`src/gpio_serial_rtc_port_macros.svh`:
```
// Assertion macros shared by the gpio_serial_rtc_port RTL.
// Included by the modules that carry concurrent checks; no other dependencies.
`ifndef GPIO_SERIAL_RTC_PORT_MACROS_SVH
`define GPIO_SERIAL_RTC_PORT_MACROS_SVH

// Same-cycle implication, disabled while reset is asserted
`define GSRP_ASSERT_IMP(label, clk, rst_n, ante, cons, msg) \
    label: assert property (@(posedge clk) disable iff (!(rst_n)) (ante) |-> (cons)) \
        else $error(msg);

// Next-cycle implication, disabled while reset is asserted
`define GSRP_ASSERT_NXT(label, clk, rst_n, ante, cons, msg) \
    label: assert property (@(posedge clk) disable iff (!(rst_n)) (ante) |=> (cons)) \
        else $error(msg);

`endif

```
`src/gsrp_pkg.sv`:
```
// Package for the GPIO serial RTC port: beat types, register codes,
// RTC command constants and the command bit-reverse helper. No dependencies.
package gsrp_pkg;

    // Access kinds
    localparam logic OP_READ  = 1'b0;
    localparam logic OP_WRITE = 1'b1;

    // Register indexes (anything else is pin data)
    localparam logic [1:0] REG_DIR    = 2'd1;
    localparam logic [1:0] REG_RD_EN  = 2'd2;

    // Pin bit positions
    localparam int PIN_CLK = 0;
    localparam int PIN_SIO = 1;
    localparam int PIN_SEL = 2;

    // Command decode
    localparam logic [7:0] CMD_HI_MASK  = 8'hF0;
    localparam logic [7:0] CMD_NO_REV   = 8'h60;
    localparam logic [3:0] CMD_BITS     = 4'd8;
    localparam logic [2:0] CMD_STATUS   = 3'd1;
    localparam logic [2:0] CMD_DATETIME = 3'd2;
    localparam logic [2:0] CMD_TIME     = 3'd3;

    // Fixed responses
    localparam logic [47:0] RSP_STATUS   = 48'h0000_0000_0040;
    localparam logic [47:0] RSP_DATETIME = 48'h5113_0306_0825;
    localparam logic [47:0] RSP_TIME     = 48'h0000_0051_1303;

    // Stream widths
    localparam int IN_TDATA_W  = 8;
    localparam int OUT_TDATA_W = 8;

    typedef struct packed {
        logic       opcode;
        logic [1:0] reg_index;
        logic [3:0] write_data;
    } t_item;

    typedef struct packed {
        logic       valid;
        logic [3:0] read_data;
    } t_result;

    function automatic logic [7:0] reverse8(input logic [7:0] x);
        logic [7:0] r;
        r = '0;
        for (int i = 0; i < 8; i++) begin
            r[i] = x[7 - i];
        end
        return r;
    endfunction

endpackage

```
`src/gsrp_in_stage.sv`:
```
// Input register for the GPIO serial RTC port: holds one accepted beat.
// Depends on gsrp_pkg.
module gsrp_in_stage (
    input  logic           i_clk,
    input  logic           i_rst_n,
    input  logic           i_valid,
    output logic           o_ready,
    input  gsrp_pkg::t_item i_item,
    input  logic           i_advance,   // core consumes the held beat
    output logic           o_valid,
    output gsrp_pkg::t_item o_item
);

    logic            r_valid;
    gsrp_pkg::t_item r_item;

    // Free when empty or when the held beat leaves this cycle
    assign o_ready = !r_valid || i_advance;

    // Valid flag
    always_ff @(posedge i_clk) begin
        if (!i_rst_n) begin
            r_valid <= 1'b0;
        end else if (o_ready) begin
            r_valid <= i_valid;
        end
    end

    // Payload
    always_ff @(posedge i_clk) begin
        if (o_ready && i_valid) begin
            r_item <= i_item;
        end
    end

    assign o_valid = r_valid;
    assign o_item  = r_item;

endmodule

```
`src/gsrp_rtc_core.sv`:
```
// GPIO register file and bit-banged RTC command/response engine.
// Depends on gsrp_pkg and gpio_serial_rtc_port_macros.svh.
`include "gpio_serial_rtc_port_macros.svh"

module gsrp_rtc_core (
    input  logic              i_clk,
    input  logic              i_rst_n,
    input  logic              i_fire,     // process the held beat this cycle
    input  gsrp_pkg::t_item   i_item,
    output gsrp_pkg::t_result o_result
);

    logic        r_reads_enable, n_reads_enable;
    logic [3:0]  r_pin_direction, n_pin_direction;
    logic [2:0]  r_pin_latch, n_pin_latch;
    logic [3:0]  r_bit_count, n_bit_count;
    logic [7:0]  r_command_byte, n_command_byte;
    logic [47:0] r_response_shift, n_response_shift;

    logic        is_write;
    logic        pin_wr;
    logic        rise;
    logic        sio_next;
    logic [7:0]  cmd_shift;
    logic [7:0]  cmd_final;
    logic [3:0]  bc_inc;

    assign is_write = (i_item.opcode == gsrp_pkg::OP_WRITE);
    assign pin_wr   = i_fire && is_write && (i_item.reg_index != gsrp_pkg::REG_DIR)
                      && (i_item.reg_index != gsrp_pkg::REG_RD_EN);
    assign rise     = !r_pin_latch[gsrp_pkg::PIN_CLK] && i_item.write_data[gsrp_pkg::PIN_CLK];
    assign cmd_shift = {r_command_byte[6:0], i_item.write_data[gsrp_pkg::PIN_SIO]};
    assign bc_inc    = r_bit_count + 4'd1;
    // Reverse unless the high nibble already marks a plain-order command
    assign cmd_final = ((cmd_shift & gsrp_pkg::CMD_HI_MASK) != gsrp_pkg::CMD_NO_REV)
                       ? gsrp_pkg::reverse8(cmd_shift) : cmd_shift;

    // Next-state logic
    always_comb begin
        n_reads_enable   = r_reads_enable;
        n_pin_direction  = r_pin_direction;
        n_pin_latch      = r_pin_latch;
        n_bit_count      = r_bit_count;
        n_command_byte   = r_command_byte;
        n_response_shift = r_response_shift;
        sio_next         = r_pin_latch[gsrp_pkg::PIN_SIO];

        if (i_fire && is_write && (i_item.reg_index == gsrp_pkg::REG_RD_EN)) begin
            n_reads_enable = i_item.write_data[0];
        end
        if (i_fire && is_write && (i_item.reg_index == gsrp_pkg::REG_DIR)) begin
            n_pin_direction = i_item.write_data;
        end

        if (pin_wr) begin
            if (!i_item.write_data[gsrp_pkg::PIN_SEL]) begin
                // Deselect: restart command and latch pins as written
                n_bit_count = '0;
                n_pin_latch = i_item.write_data[2:0];
            end else begin
                if (rise) begin
                    if (r_bit_count < gsrp_pkg::CMD_BITS) begin
                        n_bit_count    = bc_inc;
                        n_command_byte = cmd_shift;
                        if (bc_inc == gsrp_pkg::CMD_BITS) begin
                            n_command_byte = cmd_final;
                            if (cmd_final[0]) begin
                                case (cmd_final[3:1])
                                    gsrp_pkg::CMD_STATUS:   n_response_shift = gsrp_pkg::RSP_STATUS;
                                    gsrp_pkg::CMD_DATETIME: n_response_shift = gsrp_pkg::RSP_DATETIME;
                                    gsrp_pkg::CMD_TIME:     n_response_shift = gsrp_pkg::RSP_TIME;
                                    default:                n_response_shift = r_response_shift;
                                endcase
                            end
                        end
                    end else if (r_command_byte[0]) begin
                        // Read command: shift one response bit out, LSB first
                        sio_next         = r_response_shift[0];
                        n_response_shift = {1'b0, r_response_shift[47:1]};
                    end
                end
                n_pin_latch = {i_item.write_data[gsrp_pkg::PIN_SEL], sio_next,
                               i_item.write_data[gsrp_pkg::PIN_CLK]};
            end
        end
    end

    // State registers
    always_ff @(posedge i_clk) begin
        if (!i_rst_n) begin
            r_reads_enable   <= 1'b0;
            r_pin_direction  <= '0;
            r_pin_latch      <= '0;
            r_bit_count      <= '0;
            r_command_byte   <= '0;
            r_response_shift <= '0;
        end else begin
            r_reads_enable   <= n_reads_enable;
            r_pin_direction  <= n_pin_direction;
            r_pin_latch      <= n_pin_latch;
            r_bit_count      <= n_bit_count;
            r_command_byte   <= n_command_byte;
            r_response_shift <= n_response_shift;
        end
    end

    // Read mux: result for read beats only
    always_comb begin
        o_result.valid = i_fire && !is_write;
        case (i_item.reg_index)
            gsrp_pkg::REG_RD_EN: o_result.read_data = {3'b000, r_reads_enable};
            gsrp_pkg::REG_DIR:   o_result.read_data = r_pin_direction;
            default:             o_result.read_data = {1'b0, r_pin_latch};
        endcase
    end

    // Checks
    `GSRP_ASSERT_NXT(a_desel_clears, i_clk, i_rst_n,
        pin_wr && !i_item.write_data[gsrp_pkg::PIN_SEL], r_bit_count == 4'd0,
        "bit counter not cleared on deselect")
    `GSRP_ASSERT_NXT(a_idle_rsp_hold, i_clk, i_rst_n,
        !pin_wr, $stable(r_response_shift) && $stable(r_bit_count),
        "RTC state moved without a pin data write")
    `GSRP_ASSERT_NXT(a_count_saturates, i_clk, i_rst_n,
        pin_wr && i_item.write_data[gsrp_pkg::PIN_SEL] && (r_bit_count == gsrp_pkg::CMD_BITS),
        r_bit_count == gsrp_pkg::CMD_BITS,
        "bit counter left its full value while selected")

endmodule

```
`src/gsrp_out_stage.sv`:
```
// Result register for the GPIO serial RTC port master side.
// Depends on gsrp_pkg.
module gsrp_out_stage (
    input  logic              i_clk,
    input  logic              i_rst_n,
    input  gsrp_pkg::t_result i_result,
    output logic              o_free,     // can take a result this cycle
    output logic              o_valid,
    input  logic              i_ready,
    output logic [3:0]        o_data
);

    logic       r_valid;
    logic [3:0] r_data;

    assign o_free = !r_valid || i_ready;

    // Valid flag
    always_ff @(posedge i_clk) begin
        if (!i_rst_n) begin
            r_valid <= 1'b0;
        end else if (o_free) begin
            r_valid <= i_result.valid;
        end
    end

    // Payload
    always_ff @(posedge i_clk) begin
        if (o_free && i_result.valid) begin
            r_data <= i_result.read_data;
        end
    end

    assign o_valid = r_valid;
    assign o_data  = r_data;

endmodule

```
`src/gpio_serial_rtc_port.sv`:
```
// Top level of the GPIO serial RTC port: input register, core, result register.
// Depends on gsrp_pkg, gsrp_in_stage, gsrp_rtc_core, gsrp_out_stage.
//
//  Channel   | Direction | Beat contents
//  s_axis    | in        | bus access: opcode, reg_index, write_data
//  m_axis    | out       | read_data, one beat per read access
//
// After slave acceptance the beat sits in the input register while the register file update
// and read mux load the result register; master valid rises once that register is loaded.
// One beat per cycle unless a read beat stalls; a write beat never waits on the master side.
// A read beat waits in the input register while the result register is full and stalled.
// Synchronous active-low reset clears all GPIO and RTC state and both valid flags.
module gpio_serial_rtc_port (
    input  logic                             i_clk,
    input  logic                             i_rst_n,
    input  logic                             i_s_axis_tvalid,
    output logic                             o_s_axis_tready,
    // [0] opcode, [2:1] reg_index, [6:3] write_data, [7] zero
    input  logic [gsrp_pkg::IN_TDATA_W-1:0]  i_s_axis_tdata,
    output logic                             o_m_axis_tvalid,
    input  logic                             i_m_axis_tready,
    // [3:0] read_data, [7:4] zero
    output logic [gsrp_pkg::OUT_TDATA_W-1:0] o_m_axis_tdata
);

    gsrp_pkg::t_item   in_item;
    gsrp_pkg::t_item   held_item;
    gsrp_pkg::t_result result;
    logic              held_valid;
    logic              out_free;
    logic              advance;
    logic [3:0]        read_data;

    // Unpack the slave beat
    assign in_item.opcode     = i_s_axis_tdata[0];
    assign in_item.reg_index  = i_s_axis_tdata[2:1];
    assign in_item.write_data = i_s_axis_tdata[6:3];

    // Writes always proceed; reads need room in the result register
    assign advance = held_valid &&
                     ((held_item.opcode == gsrp_pkg::OP_WRITE) || out_free);

    gsrp_in_stage u_in (
        .i_clk     (i_clk),
        .i_rst_n   (i_rst_n),
        .i_valid   (i_s_axis_tvalid),
        .o_ready   (o_s_axis_tready),
        .i_item    (in_item),
        .i_advance (advance),
        .o_valid   (held_valid),
        .o_item    (held_item)
    );

    gsrp_rtc_core u_core (
        .i_clk    (i_clk),
        .i_rst_n  (i_rst_n),
        .i_fire   (advance),
        .i_item   (held_item),
        .o_result (result)
    );

    gsrp_out_stage u_out (
        .i_clk    (i_clk),
        .i_rst_n  (i_rst_n),
        .i_result (result),
        .o_free   (out_free),
        .o_valid  (o_m_axis_tvalid),
        .i_ready  (i_m_axis_tready),
        .o_data   (read_data)
    );

    assign o_m_axis_tdata = {{(gsrp_pkg::OUT_TDATA_W - 4){1'b0}}, read_data};

endmodule

```
`config.mk`:
```
export PLATFORM = sky130hd
export DESIGN_NAME = gpio_serial_rtc_port
export DESIGN_NICKNAME = d
export VERILOG_FILES = /design/src/gsrp_pkg.sv /design/src/gsrp_in_stage.sv /design/src/gsrp_rtc_core.sv /design/src/gsrp_out_stage.sv /design/src/gpio_serial_rtc_port.sv
export VERILOG_INCLUDE_DIRS = /design/src /design/src/src
export SDC_FILE = /design/constraint.sdc
export NUM_CORES = 1
export LEC_CHECK = 0
export BUFFER_PORTS_ARGS = -buffer_cell sky130_fd_sc_hd__buf_4
export CORE_UTILIZATION = 40
export DETAILED_ROUTE_END_ITERATION = 12
export PLACE_DENSITY_LB_ADDON = 0.2
export SETUP_SLACK_MARGIN = 0.4
export SYNTH_ARGS = -nofsm -noshare
export SYNTH_HDL_FRONTEND = slang
export SYNTH_SLANG_ARGS = --single-unit
```
`constraint.sdc`:
```
create_clock -name i_clk -period 2.8 [get_ports i_clk]
set_clock_uncertainty 0.1 [all_clocks]
set_input_delay 0.56 -clock i_clk [delete_from_list [all_inputs] [get_ports i_clk]]
set_output_delay 0.56 -clock i_clk [all_outputs]
set_load 0.03 [all_outputs]
```
==> results.md <==
- PwrDens: 564.3 mW/mm^2
- MaxCap Viol Count: 0
- Worst-margin pin slew: 0.8801 ns
- Clk_lat worst skew: 0.36 ns
- Cell Area, Synth: 0.003445 sq mm
- Final Hold Viols: 0
- Routability cong.: 0.7735
- Worst Path Arrival: 2.37 ns
- Clk slew on worst S/H paths: 0.08 ns
- Share of layout cells above drive strength 1: 0.1598
- I/O Buffers: 16
- Fraction of the cycle the final worst path needs: 0.8086
- Initial core utilization: 0.4171
- Hold/Removal Path Class: input pin to flip-flop
- Main combinational cell family by area after synthesis: compound AO/OA/AOI/OAI gates
- Cells after DPL: 477
- Mux contribution to synthesized area: 0.03233
- Final Critical Period: 2.264 ns
- CTS tree: yes
- Initial antenna violation count: 0
- Static Leak: 1.309 nW
- IO Count: 22
- Drt drc: 0
- Max-slew violations: 0
- Met2 GRT Util: 0.2542
- Synth Area in Adders: 0.01453
- Async S/R FF share, synth: 0
- Total track usage: 0.1704
- Vias/cell: 5.544
- First-pass detailed-route iteration total: 4
- Num CTS Buffers: 9
- Via count: 2733
- Critical Path End Type: flip-flop
- Total power: 2.174 mW
- Post-synthesis compound-gate area fraction: 0.2158
- Post-Syn Instances: 376
- XOR/XNOR Fraction of Synth Area: 0
- Die extent in y: 94.80 um
- Slew margin rel.: 0.4126
- Max clock buf depth: 2
- Req. time, crit path: 2.91 ns
- Die Area: 0.008986 sq mm
- Max Fanout on Critical Path: 9
- VDD IR max: 0.0003148 V
- Die X: 94.80 um
- Global-route wire length before repair: 11900 um
- Post-synth EDFFs: 11
- Routing usage on met3: 0.03462
- Final Setup Violations: 0
- Part of the Yosys area used for sequential elements: 0.4911
- Fin nets: 399
- Post-Syn Area per Cell: 9.161 sq um
- Area growth syn-to-layout: 11.84%
- FF+latch count, synth: 79
- Setup TNS: 0 ns
- WL final: 7054 um
- Root Driver: clkbuf_8
- Post-CTS setup buffers: 0
- Core Rows: 33
- Startpoint Class: flip-flop
- Dominant synthesized flop cell: dfxtp_1
- Final Non-Filler Cells: 493
- Initial drt markers: 168
- Simple-gate share of the synthesized area: 0.1896
- Status: finished, final reports clean
- Fmax: 441.7 MHz
- Detailed Place HPWL: 4367 um
- Critical path class: flip-flop to flip-flop
- RSZ-0062 raised after global routing: false
- Global Route met1 Usage: 0.2320
- Largest net degree at the start of global routing: 62
- GRT Residual Overflow: 0
- Final ANT Viol Nets: 0
- Clock Sinks: 79
- Count of different cell masters after synthesis: 47
- H-tree depth: 3
- GRT Max-Usage Layer: met2
- ANT cells: 0
- DR WL/cell: 14.31 um
- Core ar.: 0.008258 sq mm
- Vias in the first global route: 2506
- Synth Warn #: 0
[worst paths after layout]
check	from	to	slack [ns]	depth (start not counted)
max	u_in.o_item[4]$_DFFE_PP_	u_core.r_response_shift[9]$_SDFFE_PN0P_	0.54	6
min	i_s_axis_tdata[3]	u_in.o_item[0]$_DFFE_PP_	0.28	1
max reg2reg	u_in.o_item[4]$_DFFE_PP_	u_core.r_response_shift[9]$_SDFFE_PN0P_	0.54	6
min reg2reg	u_core.r_response_shift[40]$_SDFFE_PN0P_	u_core.r_response_shift[40]$_SDFFE_PN0P_	0.37	2
[routing by layer]
layer	part of all wire	vias to the layer above
met4	0.021	0
met5	0	-
li1	-	1374
met3	0.033	14
met1	0.52	1296
met2	0.43	49
[metrics by stage]
step                        util  instance area (sq um)  setup WS, ns  hold WS [ns]
after floorplan                -                   3456        0.6814        0.3348
final                     0.4665                   3852        0.5358        0.2769
after CTS                 0.4644                   3835        0.4700        0.2620
after detailed placement  0.4388                   3623        0.4942        0.3563
after global placement    0.4388                   3623        0.5264        0.3478
after global routing      0.4665                   3852        0.4013        0.2578
[where the power goes]
group	switching, mW	internal (mW)	leakage (nW)	total (mW)
registers	0.0101	1.16	0.655	1.17
clock network	0.424	0.503	0.102	0.927
logic	0.0504	0.0266	0.552	0.0770
total	0.484	1.69	1.31	2.17
[cells by family after synthesis]
family                   Yosys count
AO/OA/AOI/OAI                    105
other                              1
AND/OR/NAND/NOR                  137
multiplexers                      11
adder cells (fa/ha/maj)            4
buffers and inverters             39
flip-flops                        79
[worst max-delay path: stages (launching register included)]
cell	delay (ns)
edfxtp_1	0.40
ha_1	0.28
and4bb_1	0.31
and2_1	0.25
nand3_4	0.17
a2111oi_0	0.53
nor3_1	0.08
[what timing repair did]
| action | in CTS | in global routing |
|---|---|---|
| hold buffers | 0 | 0 |
| resized for setup | 0 | 4 |
| setup endpoints to repair | 0 | 32 |
[layout make-up]
class | count | area, sq um
inverters | 6 | 22.52
fillers | 834 | 4405
flip-flops and latches | 79 | 1692
repair buffers | 26 | 198.9
multi-input cells | 261 | 1597
clock buffers | 11 | 131.4
well taps | 105 | 131.4
clock inverters | 5 | 80.08
[cells in the final DEF, fill, tap and decap left out, types with 3 or more instances in the layout]
cell type,n
a21oi_1,13
a211oi_1,4
nand2_1,63
nand4_1,14
and3_1,3
inv_1,6
ha_1,4
o22ai_2,10
mux2i_1,10
clkbuf_8,9
a2111oi_0,7
dfxtp_1,68
o22ai_1,15
conb_1,4
o211ai_1,3
nor2_1,20
a21bo_2,3
buf_4,25
edfxtp_1,11
o21ai_0,24
o21ai_1,11
nor3_1,12
nand3_1,6
nor2b_1,5
[sequential cells by signal, summed over array words and instances, names as in the netlist]
register,cells
u_in.o_valid,1
u_core.r_response_shift,47
u_core.r_pin_direction,4
u_out.o_valid,1
u_core.r_command_byte,7
u_core.r_reads_enable,1
u_core.r_pin_latch,3
u_core.r_bit_count,4
u_in.o_item,7
u_out.o_data,4
[cells in the mapped netlist (2+ instances only)]
cell type / instances / area, sq um
a2111oi_0: 8 / 70.07
a211oi_1: 4 / 30.03
a21bo_2: 3 / 30.03
a21oi_1: 13 / 65.06
a22oi_1: 2 / 15.01
a31oi_1: 2 / 12.51
a41oi_1: 2 / 17.52
and2_1: 2 / 12.51
and3_1: 3 / 18.77
buf_2: 9 / 45.04
buf_4: 5 / 37.54
buf_6: 2 / 22.52
clkbuf_1: 16 / 60.06
dfxtp_1: 68 / 1361
edfxtp_1: 11 / 330.3
ha_1: 4 / 50.05
inv_1: 6 / 22.52
mux2i_1: 10 / 100.1
nand2_1: 63 / 236.5
nand2b_1: 2 / 12.51
nand3_1: 6 / 30.03
nand3b_1: 2 / 15.01
nand4_1: 14 / 87.58
nor2_1: 20 / 75.07
nor2_2: 2 / 12.51
nor2b_1: 5 / 31.28
nor3_1: 12 / 60.06
o211ai_1: 3 / 22.52
o21ai_0: 24 / 120.1
o21ai_1: 11 / 55.05
o22ai_1: 15 / 93.84
o22ai_2: 10 / 125.1
o311ai_0: 2 / 17.52
o31ai_1: 2 / 15.01
No activity file was read; power rests on OpenSTA's default activity.
